### config.mk
export PLATFORM = sky130hd
export DESIGN_NAME = sha256_byte_stream_hasher
export DESIGN_NICKNAME = d
export VERILOG_FILES = /design/src/sv/sha_pkg.sv /design/src/sv/sha_ram.sv /design/src/sv/sha_core.sv /design/src/sv/sha256_byte_stream_hasher.sv
export VERILOG_INCLUDE_DIRS = /design/src /design/src/sv
export SDC_FILE = /design/constraint.sdc
export NUM_CORES = 2
export LEC_CHECK = 0
export BUFFER_PORTS_ARGS = -buffer_cell sky130_fd_sc_hd__buf_2
export CORE_MARGIN = 3
export CORE_UTILIZATION = 40
export CTS_CLUSTER_DIAMETER = 50
export DETAILED_ROUTE_END_ITERATION = 16
export PLACE_DENSITY = 0.63
export SYNTH_ARGS = -nofsm -noshare
export SYNTH_HDL_FRONTEND = slang
export SYNTH_SLANG_ARGS = --single-unit
### constraint.sdc
create_clock -name aclk -period 30.5 [get_ports aclk]
set_input_delay 4.575 -clock aclk [delete_from_list [all_inputs] [get_ports aclk]]
set_output_delay 4.575 -clock aclk [all_outputs]
set_load 0.01 [all_outputs]
### src/sv/assert_macros.svh
// assertion macros for the hasher
`ifndef ASSERT_MACROS_SVH
`define ASSERT_MACROS_SVH

// property that holds in the cycle after a trigger
`define ASSERT_NEXT(label, clk, rst_n, trig, prop) \
    label: assert property (@(posedge clk) disable iff (!rst_n) (trig) |=> (prop)) \
        else $error("assertion failed");

// property that holds in the same cycle as a trigger
`define ASSERT_SAME(label, clk, rst_n, trig, prop) \
    label: assert property (@(posedge clk) disable iff (!rst_n) (trig) |-> (prop)) \
        else $error("assertion failed");

`endif

### src/sv/sha_pkg.sv
// package with sha-256 constants, types and round functions
`timescale 1ns / 1ps
package sha_pkg;

    typedef logic [31:0] word_t;

    localparam logic [7:0] PAD_BYTE = 8'h80;
    localparam logic [5:0] LEN_POS = 6'd56;
    localparam logic OP_ABSORB = 1'b0;
    localparam logic OP_FINISH = 1'b1;

    function automatic word_t round_k(input logic [5:0] idx);
        word_t k;
        case (idx)
            6'd0: k = 32'h428a2f98; 6'd1: k = 32'h71374491;
            6'd2: k = 32'hb5c0fbcf; 6'd3: k = 32'he9b5dba5;
            6'd4: k = 32'h3956c25b; 6'd5: k = 32'h59f111f1;
            6'd6: k = 32'h923f82a4; 6'd7: k = 32'hab1c5ed5;
            6'd8: k = 32'hd807aa98; 6'd9: k = 32'h12835b01;
            6'd10: k = 32'h243185be; 6'd11: k = 32'h550c7dc3;
            6'd12: k = 32'h72be5d74; 6'd13: k = 32'h80deb1fe;
            6'd14: k = 32'h9bdc06a7; 6'd15: k = 32'hc19bf174;
            6'd16: k = 32'he49b69c1; 6'd17: k = 32'hefbe4786;
            6'd18: k = 32'h0fc19dc6; 6'd19: k = 32'h240ca1cc;
            6'd20: k = 32'h2de92c6f; 6'd21: k = 32'h4a7484aa;
            6'd22: k = 32'h5cb0a9dc; 6'd23: k = 32'h76f988da;
            6'd24: k = 32'h983e5152; 6'd25: k = 32'ha831c66d;
            6'd26: k = 32'hb00327c8; 6'd27: k = 32'hbf597fc7;
            6'd28: k = 32'hc6e00bf3; 6'd29: k = 32'hd5a79147;
            6'd30: k = 32'h06ca6351; 6'd31: k = 32'h14292967;
            6'd32: k = 32'h27b70a85; 6'd33: k = 32'h2e1b2138;
            6'd34: k = 32'h4d2c6dfc; 6'd35: k = 32'h53380d13;
            6'd36: k = 32'h650a7354; 6'd37: k = 32'h766a0abb;
            6'd38: k = 32'h81c2c92e; 6'd39: k = 32'h92722c85;
            6'd40: k = 32'ha2bfe8a1; 6'd41: k = 32'ha81a664b;
            6'd42: k = 32'hc24b8b70; 6'd43: k = 32'hc76c51a3;
            6'd44: k = 32'hd192e819; 6'd45: k = 32'hd6990624;
            6'd46: k = 32'hf40e3585; 6'd47: k = 32'h106aa070;
            6'd48: k = 32'h19a4c116; 6'd49: k = 32'h1e376c08;
            6'd50: k = 32'h2748774c; 6'd51: k = 32'h34b0bcb5;
            6'd52: k = 32'h391c0cb3; 6'd53: k = 32'h4ed8aa4a;
            6'd54: k = 32'h5b9cca4f; 6'd55: k = 32'h682e6ff3;
            6'd56: k = 32'h748f82ee; 6'd57: k = 32'h78a5636f;
            6'd58: k = 32'h84c87814; 6'd59: k = 32'h8cc70208;
            6'd60: k = 32'h90befffa; 6'd61: k = 32'ha4506ceb;
            6'd62: k = 32'hbef9a3f7; default: k = 32'hc67178f2;
        endcase
        return k;
    endfunction

    function automatic word_t init_h(input logic [2:0] idx);
        word_t h;
        case (idx)
            3'd0: h = 32'h6a09e667; 3'd1: h = 32'hbb67ae85;
            3'd2: h = 32'h3c6ef372; 3'd3: h = 32'ha54ff53a;
            3'd4: h = 32'h510e527f; 3'd5: h = 32'h9b05688c;
            3'd6: h = 32'h1f83d9ab; default: h = 32'h5be0cd19;
        endcase
        return h;
    endfunction

    function automatic word_t ror(input word_t x, input int n);
        return (x >> n) | (x << (32 - n));
    endfunction

endpackage

### src/sv/sha_ram.sv
// generic single-port-write, registered-read ram
`timescale 1ns / 1ps
module sha_ram #(
    parameter int WIDTH = 8,
    parameter int DEPTH = 64
) (
    input  logic                     aclk,
    input  logic                     wr_en,
    input  logic [$clog2(DEPTH)-1:0] wr_addr,
    input  logic [WIDTH-1:0]         wr_data,
    input  logic [$clog2(DEPTH)-1:0] rd_addr,
    output logic [WIDTH-1:0]         rd_data
);
    logic [WIDTH-1:0] mem [DEPTH];

    always_ff @(posedge aclk) begin
        if (wr_en) begin
            mem[wr_addr] <= wr_data;
        end
        rd_data <= mem[rd_addr];
    end
endmodule

### src/sv/sha_core.sv
// sha-256 compression core: one round per cycle, schedule words in a sliding window
`timescale 1ns / 1ps
module sha_core (
    input  logic               aclk,
    input  logic               aresetn,
    input  logic               start,
    input  logic               clear,
    input  logic [7:0]         blk_byte,
    output logic [5:0]         blk_addr,
    output logic               busy,
    input  logic [2:0]         h_idx,
    output sha_pkg::word_t     h_word
);
    // phases: load 64 bytes into the w16 window (pack words), then 64 rounds, folding into h with the last round
    localparam logic [1:0] S_IDLE = 2'd0;
    localparam logic [1:0] S_LOAD = 2'd1;
    localparam logic [1:0] S_ROUND = 2'd2;

    logic [1:0] state_reg, state_next;
    logic [6:0] cnt_reg, cnt_next;
    sha_pkg::word_t pack_reg, pack_next;
    sha_pkg::word_t v_reg [8];
    sha_pkg::word_t h_reg [8];
    sha_pkg::word_t w16_reg [16];

    sha_pkg::word_t w_cur, s0, s1, wnew, t1, t2;
    logic [5:0] ridx;

    assign busy = (state_reg != S_IDLE);
    assign blk_addr = cnt_reg[5:0];
    assign h_word = h_reg[h_idx];
    assign ridx = cnt_reg[5:0];

    // byte delayed by the registered ram read: byte for addr n-1 arrives when cnt==n
    always_comb begin
        s0 = sha_pkg::ror(w16_reg[1], 7) ^ sha_pkg::ror(w16_reg[1], 18) ^ (w16_reg[1] >> 3);
        s1 = sha_pkg::ror(w16_reg[14], 17) ^ sha_pkg::ror(w16_reg[14], 19)
            ^ (w16_reg[14] >> 10);
        wnew = w16_reg[0] + s0 + w16_reg[9] + s1;
        w_cur = (ridx < 6'd16) ? w16_reg[ridx[3:0]] : wnew;
        t1 = v_reg[7] + (sha_pkg::ror(v_reg[4], 6) ^ sha_pkg::ror(v_reg[4], 11)
            ^ sha_pkg::ror(v_reg[4], 25))
            + ((v_reg[4] & v_reg[5]) ^ (~v_reg[4] & v_reg[6]))
            + sha_pkg::round_k(ridx) + w_cur;
        t2 = (sha_pkg::ror(v_reg[0], 2) ^ sha_pkg::ror(v_reg[0], 13)
            ^ sha_pkg::ror(v_reg[0], 22))
            + ((v_reg[0] & v_reg[1]) ^ (v_reg[0] & v_reg[2]) ^ (v_reg[1] & v_reg[2]));
        pack_next = {pack_reg[23:0], blk_byte};
        state_next = state_reg;
        cnt_next = cnt_reg;
        unique case (state_reg)
            S_IDLE: begin
                if (start) begin
                    state_next = S_LOAD;
                    cnt_next = 7'd0;
                end
            end
            S_LOAD: begin
                cnt_next = cnt_reg + 7'd1;
                if (cnt_reg == 7'd64) begin
                    state_next = S_ROUND;
                    cnt_next = 7'd0;
                end
            end
            S_ROUND: begin
                cnt_next = cnt_reg + 7'd1;
                if (cnt_reg == 7'd63) begin
                    state_next = S_IDLE;
                end
            end
            default: state_next = S_IDLE;
        endcase
    end

    always_ff @(posedge aclk) begin
        if (!aresetn) begin
            state_reg <= S_IDLE;
            cnt_reg <= 7'd0;
        end else begin
            state_reg <= state_next;
            cnt_reg <= cnt_next;
        end
    end

    always_ff @(posedge aclk) begin
        if (!aresetn || clear) begin
            for (int i = 0; i < 8; i++) begin
                h_reg[i] <= sha_pkg::init_h(3'(i));
            end
        end else if (state_reg == S_ROUND && cnt_reg == 7'd63) begin
            h_reg[0] <= h_reg[0] + t1 + t2;
            h_reg[1] <= h_reg[1] + v_reg[0];
            h_reg[2] <= h_reg[2] + v_reg[1];
            h_reg[3] <= h_reg[3] + v_reg[2];
            h_reg[4] <= h_reg[4] + v_reg[3] + t1;
            h_reg[5] <= h_reg[5] + v_reg[4];
            h_reg[6] <= h_reg[6] + v_reg[5];
            h_reg[7] <= h_reg[7] + v_reg[6];
        end
    end

    always_ff @(posedge aclk) begin
        if (state_reg == S_LOAD && cnt_reg != 7'd0) begin
            pack_reg <= pack_next;
            if (cnt_reg[1:0] == 2'd0) begin
                for (int i = 0; i < 15; i++) begin
                    w16_reg[i] <= w16_reg[i + 1];
                end
                w16_reg[15] <= pack_next;
            end
        end
        if (state_reg == S_LOAD && cnt_reg == 7'd64) begin
            for (int i = 0; i < 8; i++) begin
                v_reg[i] <= h_reg[i];
            end
        end else if (state_reg == S_ROUND) begin
            v_reg[7] <= v_reg[6];
            v_reg[6] <= v_reg[5];
            v_reg[5] <= v_reg[4];
            v_reg[4] <= v_reg[3] + t1;
            v_reg[3] <= v_reg[2];
            v_reg[2] <= v_reg[1];
            v_reg[1] <= v_reg[0];
            v_reg[0] <= t1 + t2;
            if (ridx >= 6'd16) begin
                for (int i = 0; i < 15; i++) begin
                    w16_reg[i] <= w16_reg[i + 1];
                end
                w16_reg[15] <= wnew;
            end
        end
    end
endmodule

### src/sv/sha256_byte_stream_hasher.sv
// top level: byte buffer ram, padding sequencer, digest output
// an absorb writes one byte into the buffer, and a full block adds the core's load and round phases
// finish: writes the pad byte, zero fill and the bit length, hashing one or two blocks
// no new byte is taken while a block is padded or hashed or the digest is sent
// digest leaves as eight words, one per accepted m_ transfer
// aresetn synchronous active low restores initial hash values and empty counts
`timescale 1ns / 1ps
`include "assert_macros.svh"
module sha256_byte_stream_hasher (
    input  logic        aclk,
    input  logic        aresetn,
    input  logic        s_tvalid,
    output logic        s_tready,
    input  logic [7:0]  s_tdata,   // data_byte
    input  logic        s_tuser,   // op
    output logic        m_tvalid,
    input  logic        m_tready,
    output logic [39:0] m_tdata,   // digest_word, word_index, zero fill
    output logic        m_tlast    // last_word
);
    localparam logic [2:0] T_IDLE = 3'd0;
    localparam logic [2:0] T_HASH = 3'd1;
    localparam logic [2:0] T_PAD = 3'd2;
    localparam logic [2:0] T_FINAL = 3'd3;
    localparam logic [2:0] T_OUT = 3'd4;

    logic [2:0] state_reg, state_next;
    logic [5:0] fill_reg, fill_next;
    logic [63:0] bits_reg, bits_next;
    logic [6:0] pos_reg, pos_next;
    logic last_blk_reg, last_blk_next;
    logic [2:0] oidx_reg, oidx_next;
    logic start, clear, busy, wr_en, started_reg, started_next;
    logic [5:0] wr_addr, core_addr;
    logic [7:0] wr_data, rd_data;
    sha_pkg::word_t h_word;

    sha_ram #(.WIDTH(8), .DEPTH(64)) u_buf (
        .aclk(aclk), .wr_en(wr_en), .wr_addr(wr_addr), .wr_data(wr_data),
        .rd_addr(core_addr), .rd_data(rd_data)
    );

    sha_core u_core (
        .aclk(aclk), .aresetn(aresetn), .start(start), .clear(clear),
        .blk_byte(rd_data), .blk_addr(core_addr), .busy(busy),
        .h_idx(oidx_reg), .h_word(h_word)
    );

    assign s_tready = (state_reg == T_IDLE);
    assign m_tvalid = (state_reg == T_OUT);
    assign m_tdata = {5'd0, oidx_reg, h_word};
    assign m_tlast = (oidx_reg == 3'd7);

    always_comb begin
        state_next = state_reg;
        fill_next = fill_reg;
        bits_next = bits_reg;
        pos_next = pos_reg;
        last_blk_next = last_blk_reg;
        oidx_next = oidx_reg;
        started_next = 1'b0;
        start = 1'b0;
        clear = 1'b0;
        wr_en = 1'b0;
        wr_addr = fill_reg;
        wr_data = s_tdata;
        unique case (state_reg)
            T_IDLE: begin
                if (s_tvalid) begin
                    if (s_tuser == sha_pkg::OP_ABSORB) begin
                        wr_en = 1'b1;
                        fill_next = fill_reg + 6'd1;
                        bits_next = bits_reg + 64'd8;
                        if (fill_reg == 6'd63) begin
                            start = 1'b1;
                            started_next = 1'b1;
                            last_blk_next = 1'b0;
                            state_next = T_HASH;
                        end
                    end else begin
                        wr_en = 1'b1;
                        wr_data = sha_pkg::PAD_BYTE;
                        pos_next = {1'b0, fill_reg} + 7'd1;
                        state_next = T_PAD;
                    end
                end
            end
            T_PAD: begin
                if (pos_reg == 7'd64) begin
                    start = 1'b1;
                    started_next = 1'b1;
                    last_blk_next = 1'b0;
                    pos_next = 7'd0;
                    state_next = T_HASH;
                end else if (pos_reg == {1'b0, sha_pkg::LEN_POS}) begin
                    state_next = T_FINAL;
                end else begin
                    wr_en = 1'b1;
                    wr_addr = pos_reg[5:0];
                    wr_data = 8'd0;
                    pos_next = pos_reg + 7'd1;
                end
            end
            T_FINAL: begin
                wr_en = 1'b1;
                wr_addr = pos_reg[5:0];
                wr_data = bits_reg[8'(7'd63 - pos_reg) * 8 +: 8];
                pos_next = pos_reg + 7'd1;
                if (pos_reg == 7'd63) begin
                    start = 1'b1;
                    started_next = 1'b1;
                    last_blk_next = 1'b1;
                    state_next = T_HASH;
                end
            end
            T_HASH: begin
                if (!busy && !started_reg) begin
                    if (last_blk_reg) begin
                        oidx_next = 3'd0;
                        state_next = T_OUT;
                    end else if (pos_reg == 7'd0 && fill_reg != 6'd0) begin
                        state_next = T_PAD;
                    end else begin
                        state_next = T_IDLE;
                    end
                end
            end
            T_OUT: begin
                if (m_tready) begin
                    oidx_next = oidx_reg + 3'd1;
                    if (oidx_reg == 3'd7) begin
                        clear = 1'b1;
                        fill_next = 6'd0;
                        bits_next = 64'd0;
                        state_next = T_IDLE;
                    end
                end
            end
            default: state_next = T_IDLE;
        endcase
    end

    always_ff @(posedge aclk) begin
        if (!aresetn) begin
            state_reg <= T_IDLE;
            fill_reg <= 6'd0;
            bits_reg <= 64'd0;
            pos_reg <= 7'd0;
            last_blk_reg <= 1'b0;
            oidx_reg <= 3'd0;
            started_reg <= 1'b0;
        end else begin
            state_reg <= state_next;
            fill_reg <= fill_next;
            bits_reg <= bits_next;
            pos_reg <= pos_next;
            last_blk_reg <= last_blk_next;
            oidx_reg <= oidx_next;
            started_reg <= started_next;
        end
    end

    `ASSERT_SAME(a_out_idle_core, aclk, aresetn, m_tvalid, !busy)
    `ASSERT_SAME(a_no_in_busy, aclk, aresetn, busy, !s_tready)
    `ASSERT_NEXT(a_last_clears, aclk, aresetn, m_tvalid && m_tready && m_tlast, fill_reg == 6'd0)
endmodule
-- Word level (Yosys, flattened, before mapping)
Memories as Yosys holds them, arrays and structs flattened. A register that Yosys moved wholly into a read port is not among the register bits.
Cells that the tools add are included.
Widths: inputs -> output; s select.
- flip-flop bits (word level): 118
- memory bits (writable): 1536
- memory bits (read-only): 2048
- memories: 5
- memory list (memory ; words ; width ; rd ports ; clocked after memory_dff ; write ports ; line ; RTL):
    (no name shown) ; 64 ; 32 ; 1 ; 1 ; 0 ; sha_pkg.sv:14 ; case (idx)
    u_buf.mem ; 64 ; 8 ; 1 ; 1 ; 1 ; sha_ram.sv:14 ; logic [WIDTH-1:0] mem [DEPTH];
    u_core.w16_reg ; 16 ; 32 ; 17 ; 1 ; 16 ; sha_core.sv:24 ; sha_pkg::word_t w16_reg [16];
    u_core.h_reg ; 8 ; 32 ; 9 ; 1 ; 8 ; sha_core.sv:23 ; sha_pkg::word_t h_reg [8];
    u_core.v_reg ; 8 ; 32 ; 8 ; 0 ; 8 ; sha_core.sv:22 ; sha_pkg::word_t v_reg [8];
- add/sub/neg operators: 27
- order comparisons: 2
- equality and inequality tests: 29
- shift operators: 1
- muxes and demuxes: 131
- bitwise gates (word level): 59
- reduce and logical (&&, ||, !) cells: 27
- operators with widths (kind ; number):
    $mux 32 ; 41
    $add 32x32->32 ; 20
    $xor 32x32->32 ; 9
    $mux 64 ; 4
    $and 32x32->32 ; 5
    $pmux 64 s2 ; 1
    $add 64x4->64 const B ; 1
    $shiftx 64x12->8 ; 1
    $mux 6 ; 8
    $mux 3 ; 15
    $mux 7 ; 6
    $pmux 7 s3 ; 2
    $mux 1 ; 35
    $mux 8 ; 4
    $not 32->32 ; 1
    $or 1x1->1 ; 32
    $or 10x32->32 ; 1
    $or 13x32->32 ; 1
    $or 14x32->32 ; 1
    $or 15x32->32 ; 1
    $or 19x32->32 ; 1
    $or 21x32->32 ; 1
    $or 25x32->32 ; 1
    $or 26x32->32 ; 1
    other kinds (47) ; 83

-- Depth between registers and ports, before layout
An unclocked memory read counts as a cell.
- word-level depth: 12
- gate-level depth with buffers: 43
- depth with buffers taken out: 43

-- Hierarchy
Synthesis repeated with hierarchy kept, for this count alone.
- cell total of the unflattened synthesis: 7782
- area total of the unflattened synthesis: 98316.8 um^2
- modules (own cells, without submodules) (module ; times used ; cells each ; area an instance (um^2) ; seq. area each (um^2)):
    sha_core ; 1 ; 6196 ; 73035.0 ; 32371.0
    sha_ram ; 1 ; 966 ; 20230.7 ; 15534.9
    sha256_byte_stream_hasher ; 1 ; 620 ; 5051.1 ; 1641.6

-- Worst setup path after synthesis
No wires, ideal clock.
- path kind: reg2reg
- start point: register u_core.cnt_reg[0]
- end point: memory u_core.w16_reg[0][0] (netlist name) (enable)
- setup time: 0.878 ns
- arrival: 13.998 ns
- path slack: 15.624 ns
- stages on the path, launching flop included: 11
- path buffers: 5
- cells stage by stage: dfxtp_1 clkbuf_1 clkbuf_1 buf_1 inv_1 ha_1 a41oi_1 and2_1 clkbuf_1 clkbuf_1 a21o_1
- RTL lines (what ; line ; RTL):
    start, declared ; sha_core.sv:20 ; logic [6:0] cnt_reg, cnt_next;
    start signal, assigned ; sha_core.sv:81 ; cnt_reg <= cnt_next;
    end, declared ; sha_core.sv:24 ;

==> metrics.md <==
| Metric | Value |
|---|---|
| Max Root-Sink Buffers | 3 |
| Post-route clock period utilization | 0.3692 |
| Post-CTS resize count | 0 |
| Max-capacitance violation count | 0 |
| Antenna violations before repair | 9 |
| Synth cell types | 97 |
| Xor/xnor share of the synthesized area | 0.06080 |
| Syn Area/Cell | ~13 µm² |
| WL per Instance | 24.68 µm |
| Total power | between 5 and 6 mW |
| RR Startpoint | u_core.w16_reg[14][19] |
| Switching power share of the total | 0.2331 |
| Grt ovf | 0 |
| Clock root cell | clkbuf_16 |
| Synth Register Bits | about 1.7k |
| Router iterations before antenna repair | 8 |
| Die footprint | roughly 250000 µm² |
| Via count | ~63k |
| Setup Skew | roughly 0.091 ns |
| Main combinational cell family by area after synthesis | multiplexers |
| Final WL | 270500 µm |
| Synth async-reset ratio | 0 |
| Leakage | 38.37 nW |
| Crit Path Category | flop to flop |
| CTS Hold Buffers Added | 0 |
| Pint | ~4.2 mW |
| CTS buffer count | between 200 and 250 |
| Critical Path End Type | flop |
| Core ar. | approximately 240000 µm² |
| Worst hold path class | flop to flop |
| Post-Synthesis Cells | between 7k and 8k |
| H-tree Lvls | 4 |
| Critical Path Fanout Max | 5 |
| Synth Area in Adders | 0.1048 |
| Worst hold path depth | 0 |
| VDD IR-drop max | just under 0.06 mV |
| Comb power frac | 0.048 |
| Chip Width | approximately 500 µm |
| Hpwl dp | 192200 µm |
| R2r endpoint | u_core.h_reg[0][31] |
| Tmin final | roughly 11 ns |
| Synthesis-to-finish area growth | 11.38% |
| Reg2Reg Depth | 39 |
| Mapped Area | approximately 97000 µm² |
| Hold path start | u_core.w16_reg[4][28] |
| Multiplexer share of the synthesized area | 0.1275 |
| Worst Hold Path EP | u_core.w16_reg[3][28] |
| Post-CTS Setup Bufs | 0 |
| Initial Util | 0.4037 |
| Vias in the first global route | 61.83k |
| Sw Pwr | about 1.3 mW |
| Least-Margin Pin Slew | 1.171 ns |
| First-pass GRT wire length | 405000 µm |
| CTS tree | built |
| Clock transition at the registers of the reported paths | roughly 0.06 ns |
| Ys flop type | edfxtp_1 |
| Cell with the most instances after synthesis | edfxtp_1 |
| Post-synth EDFFs | 1560 |
| Share of post-route cells with drive strength above 1 | 0.1576 |
| Synth top area cells | edfxtp_1, mux4_2, ha_1, fa_1, xnor2_1 |
| Die span in y | around 500 µm |
| Sequential share of power | 0.479 |
| YS warnings | 0 |
| Seq/Total Area, Yosys | 0.5090 |
| Via density | 5.753 |
| Finish-stage setup viols | 0 |
| Area leader, netlist | edfxtp_1 |
| Post-synthesis compound-gate area fraction | 0.09033 |
| Number of DRC markers in iteration 0 | roughly 6.5k |
| Slew headroom | 0.2191 |
| Power density of the placed cells | ~50 nW/µm² |
| Io pins | 56 |
| Max Clk Rate | 0.08880 GHz |
| Largest net degree at the start of global routing | around 190 |
| Commonest cells post-synth | edfxtp_1, inv_1, nor2_1 |
| # nets final | roughly 8.3k |
| Critical-path top delay cell | a2111oi_0 |
| Synth top area share | 0.4807 |
| Req. time, crit path | 31.03 ns |
| All-layer global routing usage | 0.2134 |
| R2R setup slack | 19.24 ns |
| CP arrival | about 12 ns |
| Status | finished, final reports clean |
| Setup_tns | 0 ns |
| RSZ-0062 raised after global routing | false |
| Most frequent CP cell | xnor2_1 |
| Clock network power share | 0.473 |
| Post-Synth Simple-Gate Area | 0.07296 |
| Worst skew pair latency | around 0.89 ns |
| Clock Sinks | 1698 |
| Max stage delay on crit path | about 0.73 ns |
| DRC violations left | 0 |
| Number of port buffers | 50 |
| Placer Congestion | between 0.9 and 1 |
| Rows | between 150 and 200 |
| Final slew viol count | 0 |
| Final Hold Viols | 0 |
| Post-DRT Antenna Nets | 0 |
| Critical Path Start Type | flop |
-- power groups by stage --
stage	combinational [mW]	clock, mW	sequential [mW]
after global placement	0.254	0	2.66
after CTS	0.262	2.62	2.61
after global routing	0.287	2.72	2.61
after detailed placement	0.260	0	2.66
final	0.262	2.58	2.61
after floorplan	0.179	0	2.65
-- cell usage in the layout, fill, tap and decap left out, types with 76 or more instances in the layout --
master,count
a21o_1,185
a21oi_1,382
clkbuf_16,218
dfxtp_1,127
edfxtp_1,1560
fa_1,227
ha_1,427
inv_1,529
mux2_2,273
mux4_2,405
nand2_1,480
nand2b_1,88
nand3_1,106
nor2_1,493
nor2b_1,76
nor3_1,90
o21ai_0,350
xnor2_1,410
xor2_1,259
-- final cells by class --
type,count,area (µm²)
clock buffer,253,5597
timing repair buffer,132,953.4
tap,3185,3985
antenna,3,7.507
fill,21610,132900
sequential,1698,49640
multi-input combinational,5012,44670
clock inverter,144,1690
inverter,534,2007
-- worst max-delay path: cells and delay by family (launching register included) --
family          cells  cell delay, ns
compound gates     16            4.69
xor+xnor            6            1.41
fa+ha+maj           7            2.86
buf+inv             2            0.11
flops               1            0.49
simple gates        8            1.35
-- metrics by stage --
step	setup WS, ns	area, µm²	util	instances	hold WS (ns)
after floorplan	15.62	97470	-	7580	0.4081
after global placement	19.55	101300	0.4194	10560	0.4227
after detailed placement	19.59	101300	0.4194	10560	0.4274
after CTS	19.44	108500	0.4496	10960	0.4055
after global routing	18.78	108500	0.4496	10960	0.4312
final	19.24	108600	0.4496	10960	0.4099
-- how the worst max path moves through the flow --
stage,from,endpoint
after detailed placement,u_core.w16_reg[14][19],u_core.h_reg[0][31]
final,u_core.w16_reg[14][19],u_core.h_reg[0][31]
after global placement,u_core.w16_reg[14][19],u_core.h_reg[0][31]
after global routing,u_core.w16_reg[14][19],u_core.h_reg[0][31]
after CTS,u_core.w16_reg[14][19],u_core.h_reg[0][31]
after floorplan,u_core.cnt_reg[0],u_core.w16_reg[0][0]
-- cells by family after synthesis --
| family | count (synthesis) |
|---|---|
| multiplexers | 701 |
| other | 1 |
| AO/OA/AOI/OAI | 1397 |
| buffers and inverters | 870 |
| XOR/XNOR | 672 |
| AND/OR/NAND/NOR | 1551 |
| flip-flops | 1698 |
| adder cells (fa/ha/maj) | 686 |
-- metal layers --
metal,part of all wire,up-vias,track usage
met5,0.000033,-,0
met4,0.030,2,0.06511
met3,0.070,421,0.03558
met2,0.45,2346,0.3252
met1,0.45,32170,0.3124
li1,-,28120,-
(Power assumes the default switching activity.)
